### config.mk
export PLATFORM = sky130hd
export DESIGN_NAME = lzsswd_queue
export DESIGN_NICKNAME = d
export VERILOG_FILES = /design/src/lzsswd_pkg.sv /design/src/lzsswd_queue.sv
export SDC_FILE = /design/constraint.sdc
export NUM_CORES = 1
export LEC_CHECK = 0
export BUFFER_PORTS_ARGS = -buffer_cell sky130_fd_sc_hd__buf_4
export CAP_MARGIN = 10
export CORE_MARGIN = 5
export CORE_UTILIZATION = 56
export CTS_CLUSTER_DIAMETER = 100
export CTS_CLUSTER_SIZE = 30
export DETAILED_ROUTE_END_ITERATION = 7
export GPL_TIMING_DRIVEN = 0
export PLACE_DENSITY = 0.78
export SYNTH_ARGS = -nofsm -noshare
export SYNTH_HDL_FRONTEND = slang
export SYNTH_SLANG_ARGS = --single-unit
export TNS_END_PERCENT = 20
### constraint.sdc
create_clock -name clk -period 2.07 [get_ports clk]
set_input_delay 0.207 -clock clk [delete_from_list [all_inputs] [get_ports clk]]
set_output_delay 0.207 -clock clk [all_outputs]
set_load 0.005 [all_outputs]
### src/lzsswd_pkg.sv
// ----------------------------------------------------------------------------
// LZSS window decoder package
// Shared constants and the command passed from the parser to the copy engine.
// ----------------------------------------------------------------------------
package lzsswd_pkg;

  localparam int WIN_AW = 12;
  localparam int WIN_DEPTH = 1 << WIN_AW;
  localparam logic [WIN_AW-1:0] START_POS = 12'hFEE;
  localparam int LEN_W = 24;
  localparam int RUN_W = 5;
  localparam logic [RUN_W-1:0] LAST_OFS = 5'd2;
  localparam logic [3:0] FLAG_COUNT = 4'd8;

  typedef struct packed {
    logic              start;
    logic              lit;
    logic [WIN_AW-1:0] src;
    logic [3:0]        len_code;
    logic [7:0]        data;
  } cmd_t;

endpackage

### src/lzsswd_queue.sv
// ----------------------------------------------------------------------------
// LZSS window decoder command queue
// Small register FIFO between the parser and the copy engine.
// ----------------------------------------------------------------------------
module lzsswd_queue
  import lzsswd_pkg::*;
#(
  parameter int DEPTH = 4
) (
  input  logic clk,
  input  logic rst,
  input  logic push,
  input  cmd_t push_data,
  output logic space,
  input  logic pop,
  output logic avail,
  output cmd_t head
);

  localparam int AW = (DEPTH > 1) ? $clog2(DEPTH) : 1;
  localparam int CW = $clog2(DEPTH + 1);
  localparam logic [AW-1:0] LAST_IDX = AW'(DEPTH - 1);
  localparam logic [CW-1:0] FULL_CNT = CW'(DEPTH);

  cmd_t          entries [DEPTH];
  logic [AW-1:0] wr_ptr;
  logic [AW-1:0] rd_ptr;
  logic [CW-1:0] count;

  assign space = (count != FULL_CNT);
  assign avail = (count != '0);
  assign head = entries[rd_ptr];

  always_ff @(posedge clk) begin
    if (push) begin
      entries[wr_ptr] <= push_data;
    end
  end

  always_ff @(posedge clk) begin
    if (rst) begin
      wr_ptr <= '0;
      rd_ptr <= '0;
      count <= '0;
    end else begin
      if (push) begin
        wr_ptr <= (wr_ptr == LAST_IDX) ? '0 : wr_ptr + AW'(1);
      end
      if (pop) begin
        rd_ptr <= (rd_ptr == LAST_IDX) ? '0 : rd_ptr + AW'(1);
      end
      if (push && !pop) begin
        count <= count + CW'(1);
      end else if (pop && !push) begin
        count <= count - CW'(1);
      end
    end
  end

`ifndef NO_ASSERTIONS
  a_no_overflow: assert property (@(posedge clk) disable iff (rst) push |-> space || pop)
    else $error("command queue overflow");
  a_no_underflow: assert property (@(posedge clk) disable iff (rst) pop |-> avail)
    else $error("command queue underflow");
`endif

endmodule

==> impl_metrics.yaml <==
synth:
  yosysMostFrequentCell: "edfxtp_1"
  yosysTopAreaCell: "edfxtp_1"
  yosysSeqAreaShare_pct: 77.92
  synth.avg_cell_area_sq_um: 23.42
  synth_nets: 218
  synth-seq-cells: 113
  synthCells: 181
  synthTopCellsByCount: "edfxtp_1 (104), mux4_2 (20), dfxtp_1 (9), nor2_1 (8)"
  synth_top_area_share_pct: 73.67
  synth-edff-count: 104
  synth_area_sq_mm: 0.004239
  yosysWarnings: 0
  ys_async_sr_fraction_pct: 0
  synth.distinct_cells: 20
  synth_area_leaders: "edfxtp_1 (74%), mux4_2 (11%), dfxtp_1 (4.3%)"
  synth_ff_type: "edfxtp_1"
sta:
  worst_pin_slew_ns: 0.8050
  drv_slew: 0
  period_share_pct: 98.25
  rsz0062_at_grt: "true"
  hold_viol: 0
  finClkSkew_ns: 0.01161
  finalSetupViolations: 0
  fin_crit_ns: 2.034
  maxSlewHeadroom_pct: 46.34
  clock.fmax_ghz: 0.4917
  setup_tns_ns: 0
power:
  combPwrFrac_pct: 10.0
  p_sw_share_pct: 21.47
  intPower_mw: 4.651
  p_per_area_mw_per_mm2: 1022
  seq_power_share_pct: 44.8
  p_leak_nw: 2.083
  ir_drop_mv: 0.6977
  p_sw_mw: 1.271
  p_clk_share_pct: 45.1
floorplanning:
  start_util_pct: 57.83
  rows: 31
  die_w_um: 97.01
  boundaryPins: 58
  coreArea_sq_mm: 0.007331
  die_y_um: 97.01
  die-area_sq_mm: 0.009410
final_layout:
  final_core_util_pct: 79.07
  regArea_sq_mm: 0.003304
  finalNetCount: 328
  area_growth_pct: 36.75
  drive_above_1_share_pct: 40.46
  fillers: 375
  stdcell_count: 403
  n_antenna_cell: 0
  multi_input_area_sq_um: 847.1
clock_network:
  cts_max_path_buffers: 2
  cts-root-buf: "clkbuf_8"
  h-tree-depth: 4
  numClockSinks: 113
  clk_pin_slew_ns: 0.05
  cts_buffers: 17
  tritoncts: "yes"
  clk_latency_ns: 0.51
placed_design:
  io_buffer_count: 57
  gp_congestion: 0.6960
  place_hpwl_mm: 4.648
  place_inst: 341
grt:
  grt_pass1_wl_mm: 13.12
  grt_overflow: 0
  grt_pass1_vias: 2453
  grt_start_max_net_pins: 18
  grtUsageTotal_pct: 18.83
  antenna_found_initial: 0
route:
  ant_nets: 0
  drtIter0Drc: 125
  wl_per_cell_um: 20.73
  avgViaCountPerCell: 5.335
  drtPass1Iterations: 4
  drc: 0
  vias: 2150
  drt_wl_total_mm: 8.353
critical_path:
  path_class: "reg -> out"
  crit_slowest_cell: "mux4_2"
  startpoint_type: "flop"
  slowest_delay_ns: 0.54
  crit_family: "multiplexers"
  path_cells: "buf_8, buf_12, mux4_2, buf_4"
  path_buf_inv: 3
  endpoint_kind: "output port"
  required_ns: 1.86
  cp.arrival_ns: 1.83
  worstPathMaxFanout: 7
min_path:
  hp-class: "in -> reg"
job:
  drv_cap: 0
outcome:
  status: "complete, no violations"
[power by group through the flow]
stage	Sequential, mW	Combinational [mW]	Clock (mW)
2_1_floorplan	2.68	0.253	0
3_3_place_gp	2.69	0.479	0
3_5_place_dp	2.70	0.524	0
4_1_cts	2.65	0.582	2.69
5_1_grt	2.66	0.638	2.84
6_report	2.66	0.594	2.67
[metal layers]
metal	vias up	global-route usage [%]	wire length (um)
met5	-	0	0
met4	0	9.611	180
met3	11	5.396	360
met2	61	33.23	4641
met1	1104	20.60	3170
li1	974	-	-
[cell usage in the layout, fill, tap and decap left out]
cell / netlist / layout
clkinv_1: 0 / 2
nor2_1: 8 / 8
o21ai_0: 1 / 1
dfxtp_1: 9 / 8
clkbuf_8: 0 / 1
buf_12: 2 / 3
xor2_1: 2 / 2
clkinv_4: 0 / 2
bufinv_16: 0 / 2
nand2_1: 1 / 1
edfxtp_1: 104 / 104
nor3b_1: 1 / 1
mux4_1: 6 / 4
buf_8: 0 / 1
fa_1: 1 / 1
clkinv_2: 0 / 3
buf_4: 0 / 57
clkinvlp_4: 0 / 6
buf_16: 0 / 4
dlygate4sd3_1: 0 / 27
clkbuf_2: 1 / 1
buf_6: 1 / 3
a21oi_1: 2 / 2
clkbuf_16: 0 / 17
and2_1: 4 / 4
inv_1: 4 / 4
mux4_2: 20 / 22
mux2i_1: 4 / 4
dfxtp_2: 0 / 1
or3_1: 2 / 2
ha_1: 6 / 6
[layout make-up]
class	instances	area share, %
plain buffers	6	1.425
clock buffers	17	7.144
clock inverters	15	2.504
inverters	4	0.2590
multi-input cells	58	14.61
flip-flops and latches	113	57.00
well taps	99	2.137
repair buffers	91	14.91
[worst min-delay path, cell delays in order]
cell and delay [ns]:
buf_4 0.10, mux2i_1 0.06, nor2_1 0.11
[metrics by stage]
stage | area (sq um) | worst slack (ns) | power (mW) | hold WS (ns)
after floorplan | 4239 | 0.4781 | 2.938 | 0.2761
after global placement | 4791 | 0.03804 | 3.171 | 0.4068
after detailed placement | 4901 | 0.2968 | 3.220 | 0.4120
after CTS | 5764 | 0.008679 | 5.930 | 0.01257
after global routing | 5797 | -0.01761 | 6.143 | 0.03008
final | 5797 | 0.03632 | 5.922 | 0.03344
[what timing repair did]
| item | 4_1_cts | 5_1_grt |
|---|---|---|
| hold buffers | 27 | 0 |
| setup endpoints to repair | 18 | 6 |
| gates cloned | 0 | 1 |
| endpoints found under the hold margin | 113 | 0 |
| buffers inserted | 2 | 0 |
| gates resized for setup | 3 | 6 |
[state kept, by name (all words and copies together), names as in the netlist, named ones only]
register,count
count,3
entries,104
rd_ptr,2
wr_ptr,2
[final timing paths]
check,from,slack [ns],to,cells after the start
max reg2reg,wr_ptr[0],0.23,entries[3][0],3
max,flop,0.04,head[24],4
min reg2reg,count[2],0.52,count[2],2
min,pop,0.03,rd_ptr[1],3
[logic make-up after synthesis]
group                      synth area share [%]
adders and majority gates                 2.243
buffers and inverters                     1.918
muxes                                     15.29
xor gates and xnor gates                 0.4133
AOI/OAI and AO/OA                        0.3541
and+or+nand+nor                           1.859
DFF                                       77.92
Note: power is estimated with default switching activity, not from simulation.
