==> src/lzsswd_pkg.sv <==
// ----------------------------------------------------------------------------
// LZSS window decoder package
// Shared constants and the command passed from the parser to the copy engine.
// ----------------------------------------------------------------------------
package lzsswd_pkg;

  localparam int WIN_AW = 12;
  localparam int WIN_DEPTH = 1 << WIN_AW;
  localparam logic [WIN_AW-1:0] START_POS = 12'hFEE;
  localparam int LEN_W = 24;
  localparam int RUN_W = 5;
  localparam logic [RUN_W-1:0] LAST_OFS = 5'd2;
  localparam logic [3:0] FLAG_COUNT = 4'd8;

  typedef struct packed {
    logic              start;
    logic              lit;
    logic [WIN_AW-1:0] src;
    logic [3:0]        len_code;
    logic [7:0]        data;
  } cmd_t;

endpackage

==> src/lzsswd_pkg_top_note.sv <==
// ----------------------------------------------------------------------------
// LZSS window decoder output length register
// Holds the configured decompressed byte count.
// ----------------------------------------------------------------------------
module lzsswd_cfg
  import lzsswd_pkg::*;
(
  input  logic             clk,
  input  logic             rst,
  input  logic             wr_en,
  input  logic [LEN_W-1:0] wr_data,
  output logic [LEN_W-1:0] output_length
);

  always_ff @(posedge clk) begin
    if (rst) begin
      output_length <= '0;
    end else if (wr_en) begin
      output_length <= wr_data;
    end
  end

endmodule

==> config.mk <==
export PLATFORM = sky130hd
export DESIGN_NAME = lzsswd_cfg
export DESIGN_NICKNAME = d
export VERILOG_FILES = /design/src/lzsswd_pkg.sv /design/src/lzsswd_pkg_top_note.sv
export SDC_FILE = /design/constraint.sdc
export NUM_CORES = 1
export LEC_CHECK = 0
export ABC_AREA = 1
export BUFFER_PORTS_ARGS = -buffer_cell sky130_fd_sc_hd__buf_2
export CORE_AREA = 2 2 49 51
export CTS_CLUSTER_DIAMETER = 50
export DETAILED_ROUTE_END_ITERATION = 10
export DIE_AREA = 0 0 51 53
export PLACE_DENSITY = 0.88
export SLEW_MARGIN = 20
export SYNTH_ARGS = -nofsm -noshare
export SYNTH_HDL_FRONTEND = slang
export SYNTH_SLANG_ARGS = --single-unit
==> constraint.sdc <==
create_clock -name clk -period 1.7 [get_ports clk]
set_input_delay 0.34 -clock clk [delete_from_list [all_inputs] [get_ports clk]]
set_output_delay 0.34 -clock clk [all_outputs]
set_load 0.02 [all_outputs]
==> summary.txt, run 1 <==
STA
  • RSZ-0062 raised after global routing: false
  • Min Hold Slack: 0.311 ns
  • Setup Viol. Count Final: 0
  • Relative slew margins: 84.3%
  • Max-slew violations: 0
  • Setup Total Neg Slack: 0 ns
  • Final hold violation count: 0
  • Tcrit/Tclk final: 69.6%
  • Final worst path period need: 1.18 ns
  • Fmax: 845 MHz
  • Worst-Margin Slew: 0.236 ns
  • Setup Skew: 0 ns

Worst hold path
  • Hold crit path type: in2reg
  • Hold depth: 5

Yosys
  • Area leader, netlist: dfxtp_1
  • Syn_nets: 179
  • Count of cell types in the netlist: 7
  • #FFs+latches synth: 24
  • Synth top cells by count: 48 x nand2_1, 48 x nor2_1, 25 x inv_1
  • Area share of the largest cell type after synthesis: 48.8%
  • Number of synthesized flops with an enable pin: 0
  • Warnings, synthesis: 0
  • Synth Area per Inst: 6.48 µm²
  • Synthesized instance count: 152
  • Seq/Total Area, Yosys: 48.8%
  • Synthesized cell area: 985 µm²
  • Prevailing post-synth register cell: dfxtp_1
  • Largest cells by area after synthesis: dfxtp_1 49%, nand2_1 18%, nor2_1 18%
  • Asr flop ratio synth: 0%

Worst setup path
  • Critical Path Stages: 1
  • Largest delay share family, worst path: flip-flops
  • CP bufs+invs: 1
  • Startpoint types: flop
  • Crit path DAT: 0.84 ns
  • Reg2reg path depth: 2
  • Critical path cell sequence: buf_2
  • Setup slack, reg-to-reg: 1.13 ns
  • Critical path peak fanout: 2
  • Slowest cell on crit path: dfxtp_1
  • Slowest cell delay on critical path: 0.37 ns
  • WS Path Type: reg2out
  • Worst setup EP type: output port
  • Worst EP required: 1.36 ns

Drt
  • Drt wl/cell: 8.29 µm
  • Post-route ant nets: 0
  • Vias per inst: 4.07
  • Routed wire length: 1900 µm
  • Router iterations before antenna repair: 4
  • Initial drt markers: 10
  • DRC: 0
  • Total number of vias: 932

CTS
  • Post-CTS setup buffers: 0
  • Clk buf depth: 2
  • CTS resizes: 0
  • Hold_buf cts: 0
  • CTS tree: yes
  • CTS root buf: clkbuf_4
  • CTS H-tree lvls: 1
  • CTS Buf Count: 3
  • Clock sink count: 24
  • Clk_lat worst skew: 0.30 ns
  • Clock-pin slew on the worst setup and hold paths: 0.13 ns

GRT
  • GR Util All Layers: 14.7%
  • Largest net degree at the start of global routing: 49
  • First-pass GRT wire length: 3060 µm
  • Initial antenna violation count: 0
  • Grt ovf: 0
  • Number of global-route vias before repair: 770

Cells and area
  • Top flop regs: output_length x24
  • # diodes: 0
  • Fraction of layout cells with a size suffix above 1: 27.9%
  • Largest register by flop count: output_length
  • FILL cells: 237
  • Largest register FFs: 24
  • Area Growth Syn to Fin: 30.4%
  • Nets: 229

Placement
  • IO buf count: 50
  • Detail Placement HPWL: 1390 µm
  • Placer Congestion: 0.662

Pwr
  • Power Dens Cells: 879 nW/µm²
  • Max IR drop VDD: 0.502 mV
  • Static leakage: 0.000809 µW

Floorplan
  • # rows: 17
  • Ports: 51
  • Initial Utilization: 45.8%
  • Die height: 53 µm
  • Die width: 51 µm
  • Core box area: 2150 µm²
  • Die area: 2700 µm²

Job
  • Max cap viols: 0

Status
  • Status: complete, no violations
final cells by class:
type                    instances  area, µm²  share of cell area (%)
clock buffers                   4       36.3                    2.83
inverters                      25       93.8                    7.31
multi-input cells              96        360                    28.1
flip-flops and latches         24        480                    37.4
well taps                      28       35.0                    2.73
repair buffers                 52        278                    21.6
worst paths after layout:
kind,to,start
worst max-delay path,output_length[20],output_length[20]
worst min-delay path,output_length[22],wr_data[22]
worst max register to register,output_length[20],output_length[20]
worst min register to register,output_length[6],output_length[6]
layer usage:
metal | GRT usage (%) | vias up | wire (µm)
met4 | 5.41 | 0 | 17
met5 | 0 | - | 0
met1 | 18.6 | 375 | 902
met2 | 25.8 | 30 | 868
li1 | - | 525 | -
met3 | 1.69 | 2 | 110
cells by family (layout without fill, tap and decap cells):
kind of cell,count (synthesis),in the layout,share of synthesized area [%]
simple gates,96,96,36.6
buf+inv,32,81,14.6
flops,24,24,48.8
report_power, final:
| group | internal (µW) | leakage (µW) | total [µW] | switching [µW] |
|---|---|---|---|---|
| sequential | 602 | 0.000200 | 620 | 18.3 |
| combinational | 86.3 | 0.000588 | 218 | 132 |
| clock | 131 | 0.0000210 | 291 | 160 |
| total | 819 | 0.000809 | 1130 | 310 |
placed cells by master, fill, tap and decap left out:
master     n
buf_12     1
buf_2     50
buf_4      1
clkbuf_4   3
clkbuf_8   1
dfxtp_1   24
inv_1     25
nand2_1   48
nor2_1    48
per-stage QoR:
step | area, µm² | utilization [%] | worst slack, ns | cells | power [µW]
after floorplan | 985 | - | 0.840 | 152 | 775
after global placement | 1250 | 58.1 | 0.754 | 225 | 848
after detailed placement | 1250 | 58.1 | 0.715 | 225 | 853
after CTS | 1280 | 59.8 | 0.496 | 229 | 1150
after global routing | 1280 | 59.8 | 0.473 | 229 | 1190
final | 1280 | 59.8 | 0.517 | 229 | 1130
Power figures use the tool's default switching activity.
==> run 2, diff against run 1 <==
--- a/config.mk
+++ b/config.mk
@@ -7,11 +7,11 @@
 export LEC_CHECK = 0
 export ABC_AREA = 1
 export BUFFER_PORTS_ARGS = -buffer_cell sky130_fd_sc_hd__buf_2
-export CORE_AREA = 2 2 49 51
+export CORE_AREA = 2 2 51 53
 export CTS_CLUSTER_DIAMETER = 50
 export DETAILED_ROUTE_END_ITERATION = 10
-export DIE_AREA = 0 0 51 53
-export PLACE_DENSITY = 0.88
+export DIE_AREA = 0 0 53 55
+export PLACE_DENSITY = 0.83
 export SLEW_MARGIN = 20
 export SYNTH_ARGS = -nofsm -noshare
 export SYNTH_HDL_FRONTEND = slang
==> constraint.sdc (replaced) <==
create_clock -name clk -period 1.1 [get_ports clk]
set_input_delay 0.22 -clock clk [delete_from_list [all_inputs] [get_ports clk]]
set_output_delay 0.22 -clock clk [all_outputs]
set_load 0.02 [all_outputs]
==> summary.txt, run 2 (synthesis gave the netlist of run 1 again) <==
Floorplan
  • Initial Utilization: 41.6% (-4.2 points)
  • Core box area: 2360 µm² (+10%)
  • # rows: 18 (+1)
  • Die area: 2920 µm² (+7.8%)
  • Die width: 53 µm (+3.9%)
  • Die height: 55 µm (+3.8%)
  • Ports: 51 (unchanged)

STA
  • Max-slew violations: 0 (unchanged)
  • Fin worst setup slack: 0.0451 ns (-0.472 ns)
  • Tcrit/Tclk final: 95.9%
  • Relative slew margins: 87.4% (+3.2 points)
  • Fmax: 948 MHz
  • Setup Skew: 0 ns (unchanged)
  • Final hold violation count: 0 (unchanged)
  • Final worst path period need: 1.05 ns
  • Worst-Margin Slew: 0.188 ns (-0.0479 ns)
  • Setup Viol. Count Final: 0 (unchanged)

CTS
  • CTS Buf Count: 3 (unchanged)
  • Clk buf depth: 2 (unchanged)
  • Hold_buf cts: 0 (unchanged)
  • Clock sink count: 24 (unchanged)
  • CTS H-tree lvls: 1 (unchanged)
  • Clock-pin slew on the worst setup and hold paths: 0.12 ns (about the same)
  • CTS root buf: clkbuf_4
  • CTS tree: yes
  • Clk_lat worst skew: 0.31 ns (about the same)

Worst setup path
  • Worst setup EP type: output port
  • Slowest cell delay on critical path: 0.36 ns (about the same)
  • Worst EP required: 0.88 ns (-0.48 ns)
  • CP bufs+invs: 1 (unchanged)
  • Slowest cell on crit path: dfxtp_1
  • Crit path DAT: 0.83 ns (about the same)
  • Critical Path Stages: 1 (unchanged)
  • Reg2reg path depth: 2 (unchanged)
  • Critical path peak fanout: 2 (unchanged)
  • Critical path cell sequence: buf_2
  • WS Path Type: reg2out
  • Startpoint types: flop
  • Largest delay share family, worst path: flip-flops

Drt
  • Routed wire length: 1840 µm (-3.1%)
  • Total number of vias: 932 (unchanged)
  • Post-route ant nets: 0 (unchanged)
  • Router iterations before antenna repair: 4 (unchanged)
  • Initial drt markers: 3 (-7)
  • Drt wl/cell: 7.97 µm (-3.9%)
  • DRC: 0 (unchanged)
  • Vias per inst: 4.03 (-0.87%)

Cells and area
  • FILL cells: 247 (+4.2%)
  • Final core area utilization: 55.2% (-4.6 points)
  • Fraction of layout cells with a size suffix above 1: 28.4% (+0.50 points)
  • Non-filler cells, final: 231 (+0.87%)
  • Largest register FFs: 24 (unchanged)
  • Commonest cells after routing, fill and taps aside: 48 x nor2_1, 48 x nand2_1, 48 x buf_2
  • Largest register by flop count: output_length
  • Nets: 229 (unchanged)
  • Top flop regs: output_length x24
  • Area Growth Syn to Fin: 32.5%
  • Non-Filler Cell Area, Final: 1310 µm² (+1.7%)
  • # diodes: 0 (unchanged)

Pwr
  • Static leakage: 0.000814 µW (+0.68%)
  • Max IR drop VDD: 0.716 mV (+43%)
  • Power Dens Cells: 1350 nW/µm² (+53%)

Placement
  • DP Cell Count: 227 (+0.89%)
  • IO buf count: 50 (unchanged)
  • Area post-placement: 1260 µm² (+1.2%)
  • Post-Place Worst Slack: 0.271 ns (-0.444 ns)
  • Placer Congestion: 0.640 (-3.4%)
  • Detail Placement HPWL: 1300 µm (-6.6%)

GRT
  • Number of global-route vias before repair: 801 (+4.0%)
  • Largest net degree at the start of global routing: 49 (unchanged)
  • GR Util All Layers: 14.6% (-0.18 points)
  • First-pass GRT wire length: 3130 µm (+2.0%)
  • Initial antenna violation count: 0 (unchanged)
  • Grt ovf: 0 (unchanged)

Worst hold path
  • Hold depth: 5 (unchanged)
  • Hold crit path type: in2reg

Job
  • Max cap viols: 0 (unchanged)

Status
  • Status: complete, no violations
-- run 2: cell counts in the layout (fill, tap and decap cells not counted) --
No cell type changed its count.
-- run 2: where the power goes --
part	internal, µW	leakage, µW	switching, µW
clock	202	0.0000210	252
combinational	141	0.000594	203
sequential	930	0.000200	28.3
total	1270	0.000814	483
-- run 2: final cells by class --
cell class / count / area, µm² / area share (%)
sequential: 24 / 482 / 36.9
multi-input combinational: 96 / 360 / 27.6
timing repair buffer: 52 / 295 / 22.6
inverter: 25 / 93.8 / 7.19
tap: 30 / 37.5 / 2.88
clock buffer: 4 / 36.3 / 2.78
-- run 2: path summary, 6_finish.rpt --
check                     from                end  slack (ns)
min reg2reg  output_length[20]  output_length[20]        0.47
max           output_length[9]   output_length[9]        0.05
max reg2reg  output_length[14]  output_length[14]        0.53
min                 wr_data[2]   output_length[2]        0.18
-- run 2: routing by layer --
| metal | track usage (%) | vias up | wire (µm) |
|---|---|---|---|
| met4 | 8.97 | 0 | 32 |
| met1 | 16.6 | 377 | 842 |
| met2 | 25.4 | 28 | 854 |
| met3 | 2.69 | 4 | 110 |
| met5 | 0 | - | 0 |
| li1 | - | 523 | - |
-- run 2: what timing repair did --
item | CTS | global route
endpoints found under the setup margin | 0 | 3
gates resized for setup | 0 | 3
buffers inserted | 0 | 0
-- run 2: per-stage QoR --
| step | hold slack [ns] | setup TNS, ns | total power (µW) |
|---|---|---|---|
| after global placement | 0.454 | 0 | 1320 |
| after floorplan | 0.408 | 0 | 1200 |
| after detailed placement | 0.460 | 0 | 1320 |
| final | 0.180 | 0 | 1760 |
| after CTS | 0.170 | 0 | 1780 |
| after global routing | 0.193 | -0.00683 | 1870 |
