[src/lzsswd_pkg.sv]
// ----------------------------------------------------------------------------
// LZSS window decoder package
// Shared constants and the command passed from the parser to the copy engine.
// ----------------------------------------------------------------------------
package lzsswd_pkg;

  localparam int WIN_AW = 12;
  localparam int WIN_DEPTH = 1 << WIN_AW;
  localparam logic [WIN_AW-1:0] START_POS = 12'hFEE;
  localparam int LEN_W = 24;
  localparam int RUN_W = 5;
  localparam logic [RUN_W-1:0] LAST_OFS = 5'd2;
  localparam logic [3:0] FLAG_COUNT = 4'd8;

  typedef struct packed {
    logic              start;
    logic              lit;
    logic [WIN_AW-1:0] src;
    logic [3:0]        len_code;
    logic [7:0]        data;
  } cmd_t;

endpackage

[src/lzsswd_front.sv]
// ----------------------------------------------------------------------------
// LZSS window decoder parser
// Splits the byte stream into flag bytes, literals and two-byte references.
// ----------------------------------------------------------------------------
module lzsswd_front
  import lzsswd_pkg::*;
(
  input  logic       clk,
  input  logic       rst,
  input  logic       in_valid,
  output logic       in_ready,
  input  logic [7:0] in_byte,
  input  logic       in_start,
  input  logic       cmd_space,
  output logic       cmd_push,
  output cmd_t       cmd
);

  logic [7:0] flag_shift, flag_shift_next;
  logic [3:0] flags_left, flags_left_next;
  logic       ref_pending, ref_pending_next;
  logic [7:0] ref_low_byte, ref_low_byte_next;
  logic       start_pending, start_pending_next;
  logic       take;
  logic       gen;

  assign in_ready = cmd_space;
  assign take = in_valid && in_ready;

  always_comb begin
    logic [7:0] eff_shift;
    logic [3:0] eff_left;
    logic       eff_pend;
    logic [7:0] eff_low;
    eff_shift = in_start ? 8'h00 : flag_shift;
    eff_left = in_start ? 4'd0 : flags_left;
    eff_pend = in_start ? 1'b0 : ref_pending;
    eff_low = in_start ? 8'h00 : ref_low_byte;
    flag_shift_next = eff_shift;
    flags_left_next = eff_left;
    ref_pending_next = eff_pend;
    ref_low_byte_next = eff_low;
    gen = 1'b0;
    cmd.start = start_pending || in_start;
    cmd.lit = 1'b0;
    cmd.src = {in_byte[7:4], eff_low};
    cmd.len_code = in_byte[3:0];
    cmd.data = in_byte;
    if (eff_left == 4'd0) begin
      flag_shift_next = in_byte;
      flags_left_next = FLAG_COUNT;
    end else if (eff_pend) begin
      gen = 1'b1;
      ref_pending_next = 1'b0;
      flag_shift_next = eff_shift >> 1;
      flags_left_next = eff_left - 4'd1;
    end else if (eff_shift[0]) begin
      gen = 1'b1;
      cmd.lit = 1'b1;
      flag_shift_next = eff_shift >> 1;
      flags_left_next = eff_left - 4'd1;
    end else begin
      ref_low_byte_next = in_byte;
      ref_pending_next = 1'b1;
    end
    start_pending_next = gen ? 1'b0 : (start_pending || in_start);
  end

  assign cmd_push = take && gen;

  always_ff @(posedge clk) begin
    if (rst) begin
      flag_shift <= '0;
      flags_left <= '0;
      ref_pending <= 1'b0;
      ref_low_byte <= '0;
      start_pending <= 1'b0;
    end else if (take) begin
      flag_shift <= flag_shift_next;
      flags_left <= flags_left_next;
      ref_pending <= ref_pending_next;
      ref_low_byte <= ref_low_byte_next;
      start_pending <= start_pending_next;
    end
  end

endmodule

[config.mk]
export PLATFORM = sky130hd
export DESIGN_NAME = lzsswd_front
export DESIGN_NICKNAME = d
export VERILOG_FILES = /design/src/lzsswd_pkg.sv /design/src/lzsswd_front.sv
export SDC_FILE = /design/constraint.sdc
export NUM_CORES = 1
export LEC_CHECK = 0
export BUFFER_PORTS_ARGS = -buffer_cell sky130_fd_sc_hd__buf_4
export CORE_AREA = 2 2 50 52
export CTS_BUF_LIST = sky130_fd_sc_hd__clkbuf_2 sky130_fd_sc_hd__clkbuf_4 sky130_fd_sc_hd__clkbuf_8
export CTS_CLUSTER_DIAMETER = 200
export DETAILED_ROUTE_END_ITERATION = 6
export DIE_AREA = 0 0 52 54
export PLACE_DENSITY = 0.91
export SYNTH_ARGS = -nofsm -noshare
export SYNTH_HDL_FRONTEND = slang
export SYNTH_SLANG_ARGS = --single-unit
[constraint.sdc]
create_clock -name clk -period 2.9 [get_ports clk]
set_clock_uncertainty 0.2 [all_clocks]
set_input_delay 0.29 -clock clk [delete_from_list [all_inputs] [get_ports clk]]
set_output_delay 0.29 -clock clk [all_outputs]
set_load 0.05 [all_outputs]
==> results.md, run 1 <==
* Layout cell share with drive strength beyond 1 at 35.1%
* Pin count of the biggest net entering global routing at 21
* Area contributors post-synth: dfxtp_1 37%, buf_4 11%, a22o_1 5.9%
* Port bufs at 40
* Main combinational cell family by area after synthesis: simple AND/OR/NAND/NOR gates
* Final WS setup at between 0.5 and 0.6 ns
* Drt total wl at between 2000 and 3000 um
* Switching share of power at between 30% and 40%
* Final weighted congestion in routability-driven placement at 0.884
* Root Buffer: clkbuf_4
* Ys Warns at 0
* CP max-delay cell: nor4_4
* Post-Layout Cell Count at ~180
* Worst reg-to-reg setup slack at between 0.8 and 0.9 ns
* Kind of critical path: reg -> out
* Reg clk slew, reported paths at approximately 0.12 ns
* Post-Synth Adder-Cell Area at 0%
* Critical path endpoint category: output pin
* Critical path origin: flags_left[0]$_SDFFE_PP0P_
* DRC viols at 0
* First drt pass iteration count at 4
* Full die area at about 0.0028 mm2
* H-tree depth at 1
* Setup Fix Bufs, Post-CTS at 0
* Hold Crit Depth at 2
* Status: complete, no violations
* Internal at 440 uW
* R2r endpoint: flag_shift[3]$_SDFFE_PP0P_
* WP buf/inv at 1
* Synth Area in XOR/XNOR at 0%
* DP Area at 0.00136 mm2
* Wirelength per Cell at around 14 um
* Worst-path maximum fanout at 8
* Via density at approximately 5.8
* Number of I/O pins at approximately 40
* Post-synthesis sequential area ratio at between 30% and 40%
* Crit path max-delay family: simple AND/OR/NAND/NOR gates
* Synth Net Count at between 100 and 150
* Final Hold Viols at 0
* Max frequency at 0.428 GHz
* CTS Buf Count at 3
* Worst-Margin Slew at 0.655 ns
* HPWL after detailed placement at approximately 1900 um
* Highest ir drop seen on vdd at between 0.3 and 0.4 mV
* Yosys top cell area share at between 30% and 40%
* #FFs+latches synth at 22
* Reg-to-Reg Start: flags_left[0]$_SDFFE_PP0P_
* Total of max-cap violations at 0
* Fillers at around 200
* P_sw at just over 200 uW
* Aggregate global routing overflow at 0
* Power Density at roughly 460 mW/mm2
* CP Cell Sequence: nor4_4 -> or2_1 -> nor3b_1 -> buf_4
* Post-synthesis mux area share at 0%
* Most common cell after layout, fill and taps aside: buf_4
* TritonCTS clock tree: done
* Die Y at ~54 um
* CP Launch Type: flip-flop
* Yosys top cell by area: dfxtp_1
* Setup TNS at 0 ns
* Sequential share of power at between 50% and 60%
* Antenna violations before repair at 0
* Vias at between 1000 and 1500
* Layout area overhead at 19.0%
* Placed cell count at approximately 180
* Final worst-path cycle share at about 80%
* Comb pwr share at a little under a quarter
* Chip Width at 52 um
* Starting Density at around half
* # setup viols final at 0
* Hold Slack at slightly below 0.02 ns
* Leakage at between 0.0005 and 0.0006 uW
* R2R cell count at 4
* Period minus WS final at approximately 2.3 ns
* First-pass GRT wire length at between 4000 and 5000 um
* Clk_lat worst skew at just over 0.3 ns
* Final Instance Area at 0.00141 mm2
* Clk pwr share at 26.5%
* Cell count after synthesis at 134
* Antenna cell count at 0
* WHS Endpoint: ref_low_byte[2]$_SDFFE_PP0P_
* Unrepaired setup endpoints after global routing: false
* Data required, critical path at 2.41 ns
* Slew Viols, Final at 0
* CP Data Arrival Time at approximately 1.8 ns
* Synth cell types at 36
* Synth Area in Compound Gates at 21.8%
* Clock sink total at 22
* Final ANT Viol Nets at 0
* Rows at 18
* Final nets at approximately 170
* Min-delay src: in_byte[2]
* Clk buf depth at 2
* Simple-gate portion of the synthesized area at approximately 27%
* Vias in the first global route at 966
* Min-Delay Path Class: in -> reg
* Most frequent cells in the layout: 40 x buf_4, 22 x dfxtp_1, 9 x nor2_1
* Largest stage delay, worst path at 0.47 ns
* Core Area at 0.00232 mm2
* Max transition margin at 56.2%
* Total global-route track usage at between 20% and 30%
* Synth Cell Area at roughly 0.0012 mm2
* Place WS at around 0.9 ns
* Mean Syn Cell Area at ~8.8 um2
* Iter 0 DRT Violations at 26
-- logic make-up (layout without fill, tap and decap cells) --
logic type	after synthesis	count (layout)
AOI/OAI and AO/OA	34	34
buffers and inverters	27	47
DFF	22	22
and+or+nand+nor	51	51
-- stage by stage --
step                      utilization, %  total power, uW
after floorplan                        -              445
after global placement              58.7              474
after detailed placement            58.7              478
after CTS                           60.2              645
after global routing                60.7              675
final                               60.7              643
-- cell usage after synthesis (all sizes together) --
cell	number
o21ai	7
or4b	1
a311oi	1
a211oi	1
dfxtp	22
o211ai	1
a21oi	5
inv	2
nor2b	8
and3	1
nor2	9
nor3b	5
and2	1
o211a	1
or2	4
o22ai	4
a311o	1
a31oi	1
or4	1
clkbuf	7
and4	1
a22o	8
o311a	1
nand2	8
a31o	1
o31ai	1
buf	18
nand3	3
nor4	3
nand2b	1
nor3	5
a32oi	1
-- layout make-up --
type / instances / area, um2 / share of cell area, %
multi-input combinational: 85 / 576 / 40.9
inverter: 2 / 7.51 / 0.533
sequential: 22 / 440 / 31.3
tap: 30 / 37.5 / 2.67
timing repair buffer: 41 / 310 / 22.0
clock buffer: 4 / 36.3 / 2.58
-- per-layer routing --
metal	GRT usage, %	part of all wire [%]
met3	3.33	6.0
met2	35.7	49
met5	0	0
met1	26.5	44
met4	6.14	0.81
-- power by group through the flow --
stage | registers (uW) | clock network (uW) | logic (uW)
3_3_place_gp | 328 | 0 | 147
2_1_floorplan | 326 | 0 | 119
3_5_place_dp | 328 | 0 | 150
5_1_grt | 323 | 190 | 161
4_1_cts | 322 | 173 | 150
6_report | 322 | 170 | 151
-- flip-flops by register name, indices dropped and copies added, names as in the netlist --
signal         flops
flag_shift         8
flags_left         4
ref_low_byte       8
ref_pending        1
start_pending      1
-- repair_timing --
item	CTS	global route
resized for setup	0	0
endpoints found under the hold margin	0	1
hold buffers	0	1
-- worst max-delay path by stage --
stage	end	slack, ns	cells after the start
finish	cmd[24]	0.57	4
global route	cmd[24]	0.46	4
CTS	cmd[24]	0.59	4
detailed placement	ref_low_byte[1]$_SDFFE_PP0P_	0.91	4
global placement	flags_left[3]$_SDFFE_PP0P_	0.96	4
floorplan	cmd[24]	0.38	4
No activity file was read; power rests on OpenSTA's default activity.
==> inputs of run 2 (changes only) <==
--- a/config.mk
+++ b/config.mk
@@ -6,12 +6,12 @@
 export NUM_CORES = 1
 export LEC_CHECK = 0
 export BUFFER_PORTS_ARGS = -buffer_cell sky130_fd_sc_hd__buf_4
-export CORE_AREA = 2 2 50 52
+export CORE_AREA = 2 2 54 56
 export CTS_BUF_LIST = sky130_fd_sc_hd__clkbuf_2 sky130_fd_sc_hd__clkbuf_4 sky130_fd_sc_hd__clkbuf_8
 export CTS_CLUSTER_DIAMETER = 200
 export DETAILED_ROUTE_END_ITERATION = 6
-export DIE_AREA = 0 0 52 54
-export PLACE_DENSITY = 0.91
+export DIE_AREA = 0 0 56 58
+export PLACE_DENSITY = 0.83
 export SYNTH_ARGS = -nofsm -noshare
 export SYNTH_HDL_FRONTEND = slang
 export SYNTH_SLANG_ARGS = --single-unit
==> constraint.sdc (replaced) <==
create_clock -name clk -period 2.12 [get_ports clk]
set_clock_uncertainty 0.2 [all_clocks]
set_input_delay 0.212 -clock clk [delete_from_list [all_inputs] [get_ports clk]]
set_output_delay 0.212 -clock clk [all_outputs]
set_load 0.05 [all_outputs]
==> results.md, run 2 (same netlist as run 1, synthesis figures left out) <==
* Status: complete, no violations
* Kind of critical path: reg -> out
* HPWL after detailed placement at ~2100 um
* Final Hold Viols at 0
* Data required, critical path at around 1.7 ns
* Vias at 1114
* Chip Width at about 56 um
* Vias in the first global route at roughly 1100
* First-pass GRT wire length at 4890 um
* Final core area utilization at about three fifths
* Final Instance Area at approximately 0.0016 mm2
* DRC viols at 0
* Leakage at 0.000651 uW
* CP Data Arrival Time at 1.62 ns
* Layout cell share with drive strength beyond 1 at about two fifths
* Power Density at 631 mW/mm2
* Port bufs at 40
* CP Launch Type: flip-flop
* Drt total wl at around 3000 um
* Max transition margin at a little over three fifths
* Critical path origin: flags_left[0]$_SDFFE_PP0P_
* Reg clk slew, reported paths at 0.13 ns
* R2R cell count at 4
* Most common cell after layout, fill and taps aside: buf_4
* Wirelength per Cell at around 15 um
* Aggregate global routing overflow at 0
* Most frequent cells in the layout: 44 x buf_4, 18 x dfxtp_1, 9 x nor2_1, 9 x dlygate4sd3_1
* Worst-path maximum fanout at 6
* Pin count of the biggest net entering global routing at 21
* Die Y at between 50 and 60 um
* Slew Viols, Final at 0
* Fillers at 230
* Final worst-path cycle share at between 90% and 100%
* Clock sink total at 22
* Antenna cell count at 0
* Highest ir drop seen on vdd at roughly 0.49 mV
* Total of max-cap violations at 0
* CTS Buf Count at 3
* Setup TNS at 0 ns
* Hold Slack at 0.132 ns
* Critical path endpoint category: output pin
* Layout area overhead at 31.9%
* Final ANT Viol Nets at 0
* Iter 0 DRT Violations at 76
* Clk buf depth at 2
* Period minus WS final at 2.03 ns
* Worst-Margin Slew at 0.554 ns
* DP Area at 0.00141 mm2
* Final nets at between 150 and 200
* Hold Crit Depth at 3
* Clk_lat worst skew at about 0.31 ns
* Reg-to-Reg Start: flag_shift[0]$_SDFFE_PP0P_
* Min-Delay Path Class: in -> reg
* Min-delay src: in_start
* Biggest regs: flag_shift (8), ref_low_byte (8), flags_left (4)
* TritonCTS clock tree: done
* First drt pass iteration count at 4
* H-tree depth at 1
* Antenna violations before repair at 0
* Via density at 5.63
* Max frequency at roughly 0.49 GHz
* Rows at 19
* Number of I/O pins at 41
* Total global-route track usage at between 10% and 20%
* Core Area at between 0.002 and 0.003 mm2
* Final weighted congestion in routability-driven placement at approximately 0.83
* Power Total at around 1000 uW
* Full die area at 0.00325 mm2
* Root Buffer: clkbuf_4
* Starting Density at 44.4%
* # setup viols final at 0
run 2: path summary, 6_finish.rpt:
kind	to	slack, ns
worst min-delay path	start_pending$_SDFFE_PP0P_	0.13
worst max register to register	flags_left[3]$_SDFFE_PP0P_	0.21
worst max-delay path	cmd[24]	0.09
worst min register to register	ref_low_byte[2]$_SDFFE_PP0P_	0.29
run 2: timing repair:
item / 4_1_cts / 5_1_grt
pin swaps: 0 / 0
setup endpoints to repair: 1 / 1
hold buffers: 9 / 0
setup buffers: 0 / 0
resized for setup: 1 / 5
endpoints found under the hold margin: 15 / 0
run 2: critical path, cell delays in order, from the launching register on:
cell	delay, ns
dfxtp_4	0.40
nor4_4	0.05
or2_1	0.29
buf_4	0.19
nor3b_2	0.20
buf_6	0.19
run 2: cell type report:
| class | count | area [um2] | share of cell area [%] |
|---|---|---|---|
| Multi-Input combinational cell | 85 | 581 | 37.2 |
| Sequential cell | 22 | 448 | 28.7 |
| Timing Repair Buffer | 54 | 432 | 27.7 |
| Tap cell | 31 | 38.8 | 2.49 |
| Clock inverter | 1 | 30.0 | 1.93 |
| Clock buffer | 3 | 22.5 | 1.44 |
| Inverter | 2 | 7.51 | 0.482 |
run 2: layer usage:
metal,wire (um),track usage (%)
met5,0,0
met4,16,8.50
met3,180,2.68
met2,1570,32.8
met1,1190,23.4
run 2: where the power goes:
part / switching [uW] / internal (uW)
Combinational: 144 / 83.4
Sequential: 12.1 / 428
Clock: 125 / 191
Total: 281 / 702
run 2: metrics by stage:
| step | setup WS (ns) | cells |
|---|---|---|
| 2_1_floorplan | 0.163 | 134 |
| 3_3_place_gp | 0.271 | 185 |
| 3_5_place_dp | 0.225 | 185 |
| 4_1_cts | 0.00207 | 198 |
| 5_1_grt | -0.0100 | 198 |
| 6_report | 0.0911 | 198 |
==> inputs of run 3 (changes only) <==
--- a/config.mk
+++ b/config.mk
@@ -6,12 +6,12 @@
 export NUM_CORES = 1
 export LEC_CHECK = 0
 export BUFFER_PORTS_ARGS = -buffer_cell sky130_fd_sc_hd__buf_4
-export CORE_AREA = 2 2 54 56
+export CORE_AREA = 2 2 52 54
 export CTS_BUF_LIST = sky130_fd_sc_hd__clkbuf_2 sky130_fd_sc_hd__clkbuf_4 sky130_fd_sc_hd__clkbuf_8
 export CTS_CLUSTER_DIAMETER = 200
 export DETAILED_ROUTE_END_ITERATION = 6
-export DIE_AREA = 0 0 56 58
-export PLACE_DENSITY = 0.83
+export DIE_AREA = 0 0 54 56
+export PLACE_DENSITY = 0.85
 export SYNTH_ARGS = -nofsm -noshare
 export SYNTH_HDL_FRONTEND = slang
 export SYNTH_SLANG_ARGS = --single-unit
==> constraint.sdc (replaced) <==
create_clock -name clk -period 2.3 [get_ports clk]
set_clock_uncertainty 0.2 [all_clocks]
set_input_delay 0.23 -clock clk [delete_from_list [all_inputs] [get_ports clk]]
set_output_delay 0.23 -clock clk [all_outputs]
set_load 0.05 [all_outputs]
==> results.md, run 3 (same netlist as run 1, synthesis figures left out) <==
* Period minus WS final at 2.16 ns
* Power Total at ~820 uW
* GRT met3 Usage at under 10%
* Number of I/O pins at 41
* CP Launch Type: flip-flop
* Clk buf depth at 2
* Max transition margin at about 64%
* Highest ir drop seen on vdd at 0.470 mV
* Max frequency at roughly 0.46 GHz
* Chip Width at ~54 um
* DP Area at 0.00137 mm2
* Final weighted congestion in routability-driven placement at 0.816
* Status: complete, no violations
* Via density at 5.66
* Global Route met1 Usage at roughly 23%
* Drt total wl at 2710 um
* Unrepaired setup endpoints after global routing: false
* Biggest regs: flag_shift (8), ref_low_byte (8), flags_left (4)
* H-tree depth at 1
* Final core area utilization at 61.8%
* Slew Viols, Final at 0
* CTS Buf Count at 3
* Fillers at between 200 and 250
* Busiest grt layer: met2
* Final Instance Area at between 0.0015 and 0.002 mm2
* Data required, critical path at roughly 1.9 ns
* Final worst-path cycle share at a little over nine tenths
* Layout cell share with drive strength beyond 1 at between 30% and 40%
* Final Hold Viols at 0
* Full die area at a little over 0.003 mm2
* HPWL after detailed placement at 1890 um
* TritonCTS clock tree: done
* Critical path endpoint category: output pin
* Iter 0 DRT Violations at 31
* Reg clk slew, reported paths at between 0.1 and 0.15 ns
* First drt pass iteration count at 4
* Pin count of the biggest net entering global routing at 21
* R2R cell count at 4
* Power Density at around 550 mW/mm2
* Core Area at around 0.0024 mm2
* Total global-route track usage at approximately 19%
* Clk_lat worst skew at between 0.3 and 0.4 ns
* Min-Delay Path Class: in -> reg
* DRC viols at 0
* Antenna violations before repair at 0
* Aggregate global routing overflow at 0
* Root Buffer: clkbuf_4
* Leakage at between 0.0006 and 0.0007 uW
* Die Y at between 50 and 60 um
* Antenna cell count at 0
* Port bufs at 40
* Vias in the first global route at between 900 and 1000
* Most common cell after layout, fill and taps aside: buf_4
* Met2 usage at between 30% and 40%
* Worst-Margin Slew at ~0.53 ns
* Wirelength per Cell at between 10 and 15 um
* Hold Crit Depth at 3
* Rows at 18
* Final ANT Viol Nets at 0
* Total of max-cap violations at 0
* First-pass GRT wire length at between 4000 and 5000 um
* # setup viols final at 0
* Final nets at roughly 180
* Setup TNS at 0 ns
* Most frequent cells in the layout: 41 x buf_4, 22 x dfxtp_1, 9 x nor2_1, 9 x dlygate4sd3_1
* CP Data Arrival Time at between 1.5 and 2 ns
* Vias at around 1100
* Worst-path maximum fanout at 8
* Clock sink total at 22
* Starting Density at about half
* Layout area overhead at 27.1%
* Kind of critical path: reg -> out
-- run 3: cell count changes in the layout (fill, tap and decap cells not counted) --
cell,before,now
dfxtp_2,3,0
bufinv_16,1,0
dfxtp_1,18,22
or2_4,0,1
clkbuf_8,0,1
or2_1,1,0
buf_4,44,41
buf_6,1,0
dfxtp_4,1,0
-- run 3: area by class of cell --
type                            count  area, um2  area share (%)
Inverter                            2       7.51           0.500
Sequential cell                    22        440            29.3
Multi-Input combinational cell     85        583            38.8
Timing Repair Buffer               50        398            26.5
Clock buffer                        4       36.3            2.41
Tap cell                           30       37.5            2.50
-- run 3: path summary, 6_finish.rpt --
kind / from / end / slack (ns)
setup reg to reg: ref_pending$_SDFFE_PP0P_ / flags_left[3]$_SDFFE_PP0P_ / 0.30
hold reg to reg: ref_low_byte[1]$_SDFFE_PP0P_ / ref_low_byte[1]$_SDFFE_PP0P_ / 0.29
setup / recovery: flags_left[0]$_SDFFE_PP0P_ / cmd_push / 0.14
hold / removal: in_start / start_pending$_SDFFE_PP0P_ / 0.16
-- run 3: metrics by stage --
step	hold WS, ns	cells	setup slack [ns]
after global routing	0.178	193	0.0679
after CTS	0.155	193	0.0223
after global placement	0.249	180	0.345
after floorplan	0.163	134	0.325
final	0.156	193	0.144
after detailed placement	0.248	180	0.316
-- run 3: critical path, stage by stage (launching register included) --
cell     delay (ns)
dfxtp_1        0.39
nor4_4         0.49
or2_4          0.27
nor2_1         0.06
buf_4          0.20
-- run 3: per-layer routing --
layer	up-vias	wire [um]
met5	-	0
met4	0	40
met2	59	1350
li1	525	-
met1	501	1110
met3	7	212
-- run 3: power by group --
group	switching [uW]	internal [uW]
clock	116	96.7
combinational	130	74.1
sequential	11.0	395
-- run 3: what timing repair did --
| action | in CTS | in global routing |
|---|---|---|
| hold buffers | 9 | 0 |
| endpoints found under the hold margin | 15 | 0 |
| resized for setup | 0 | 1 |
| endpoints found under the setup margin | 0 | 2 |
| buffers inserted | 0 | 0 |
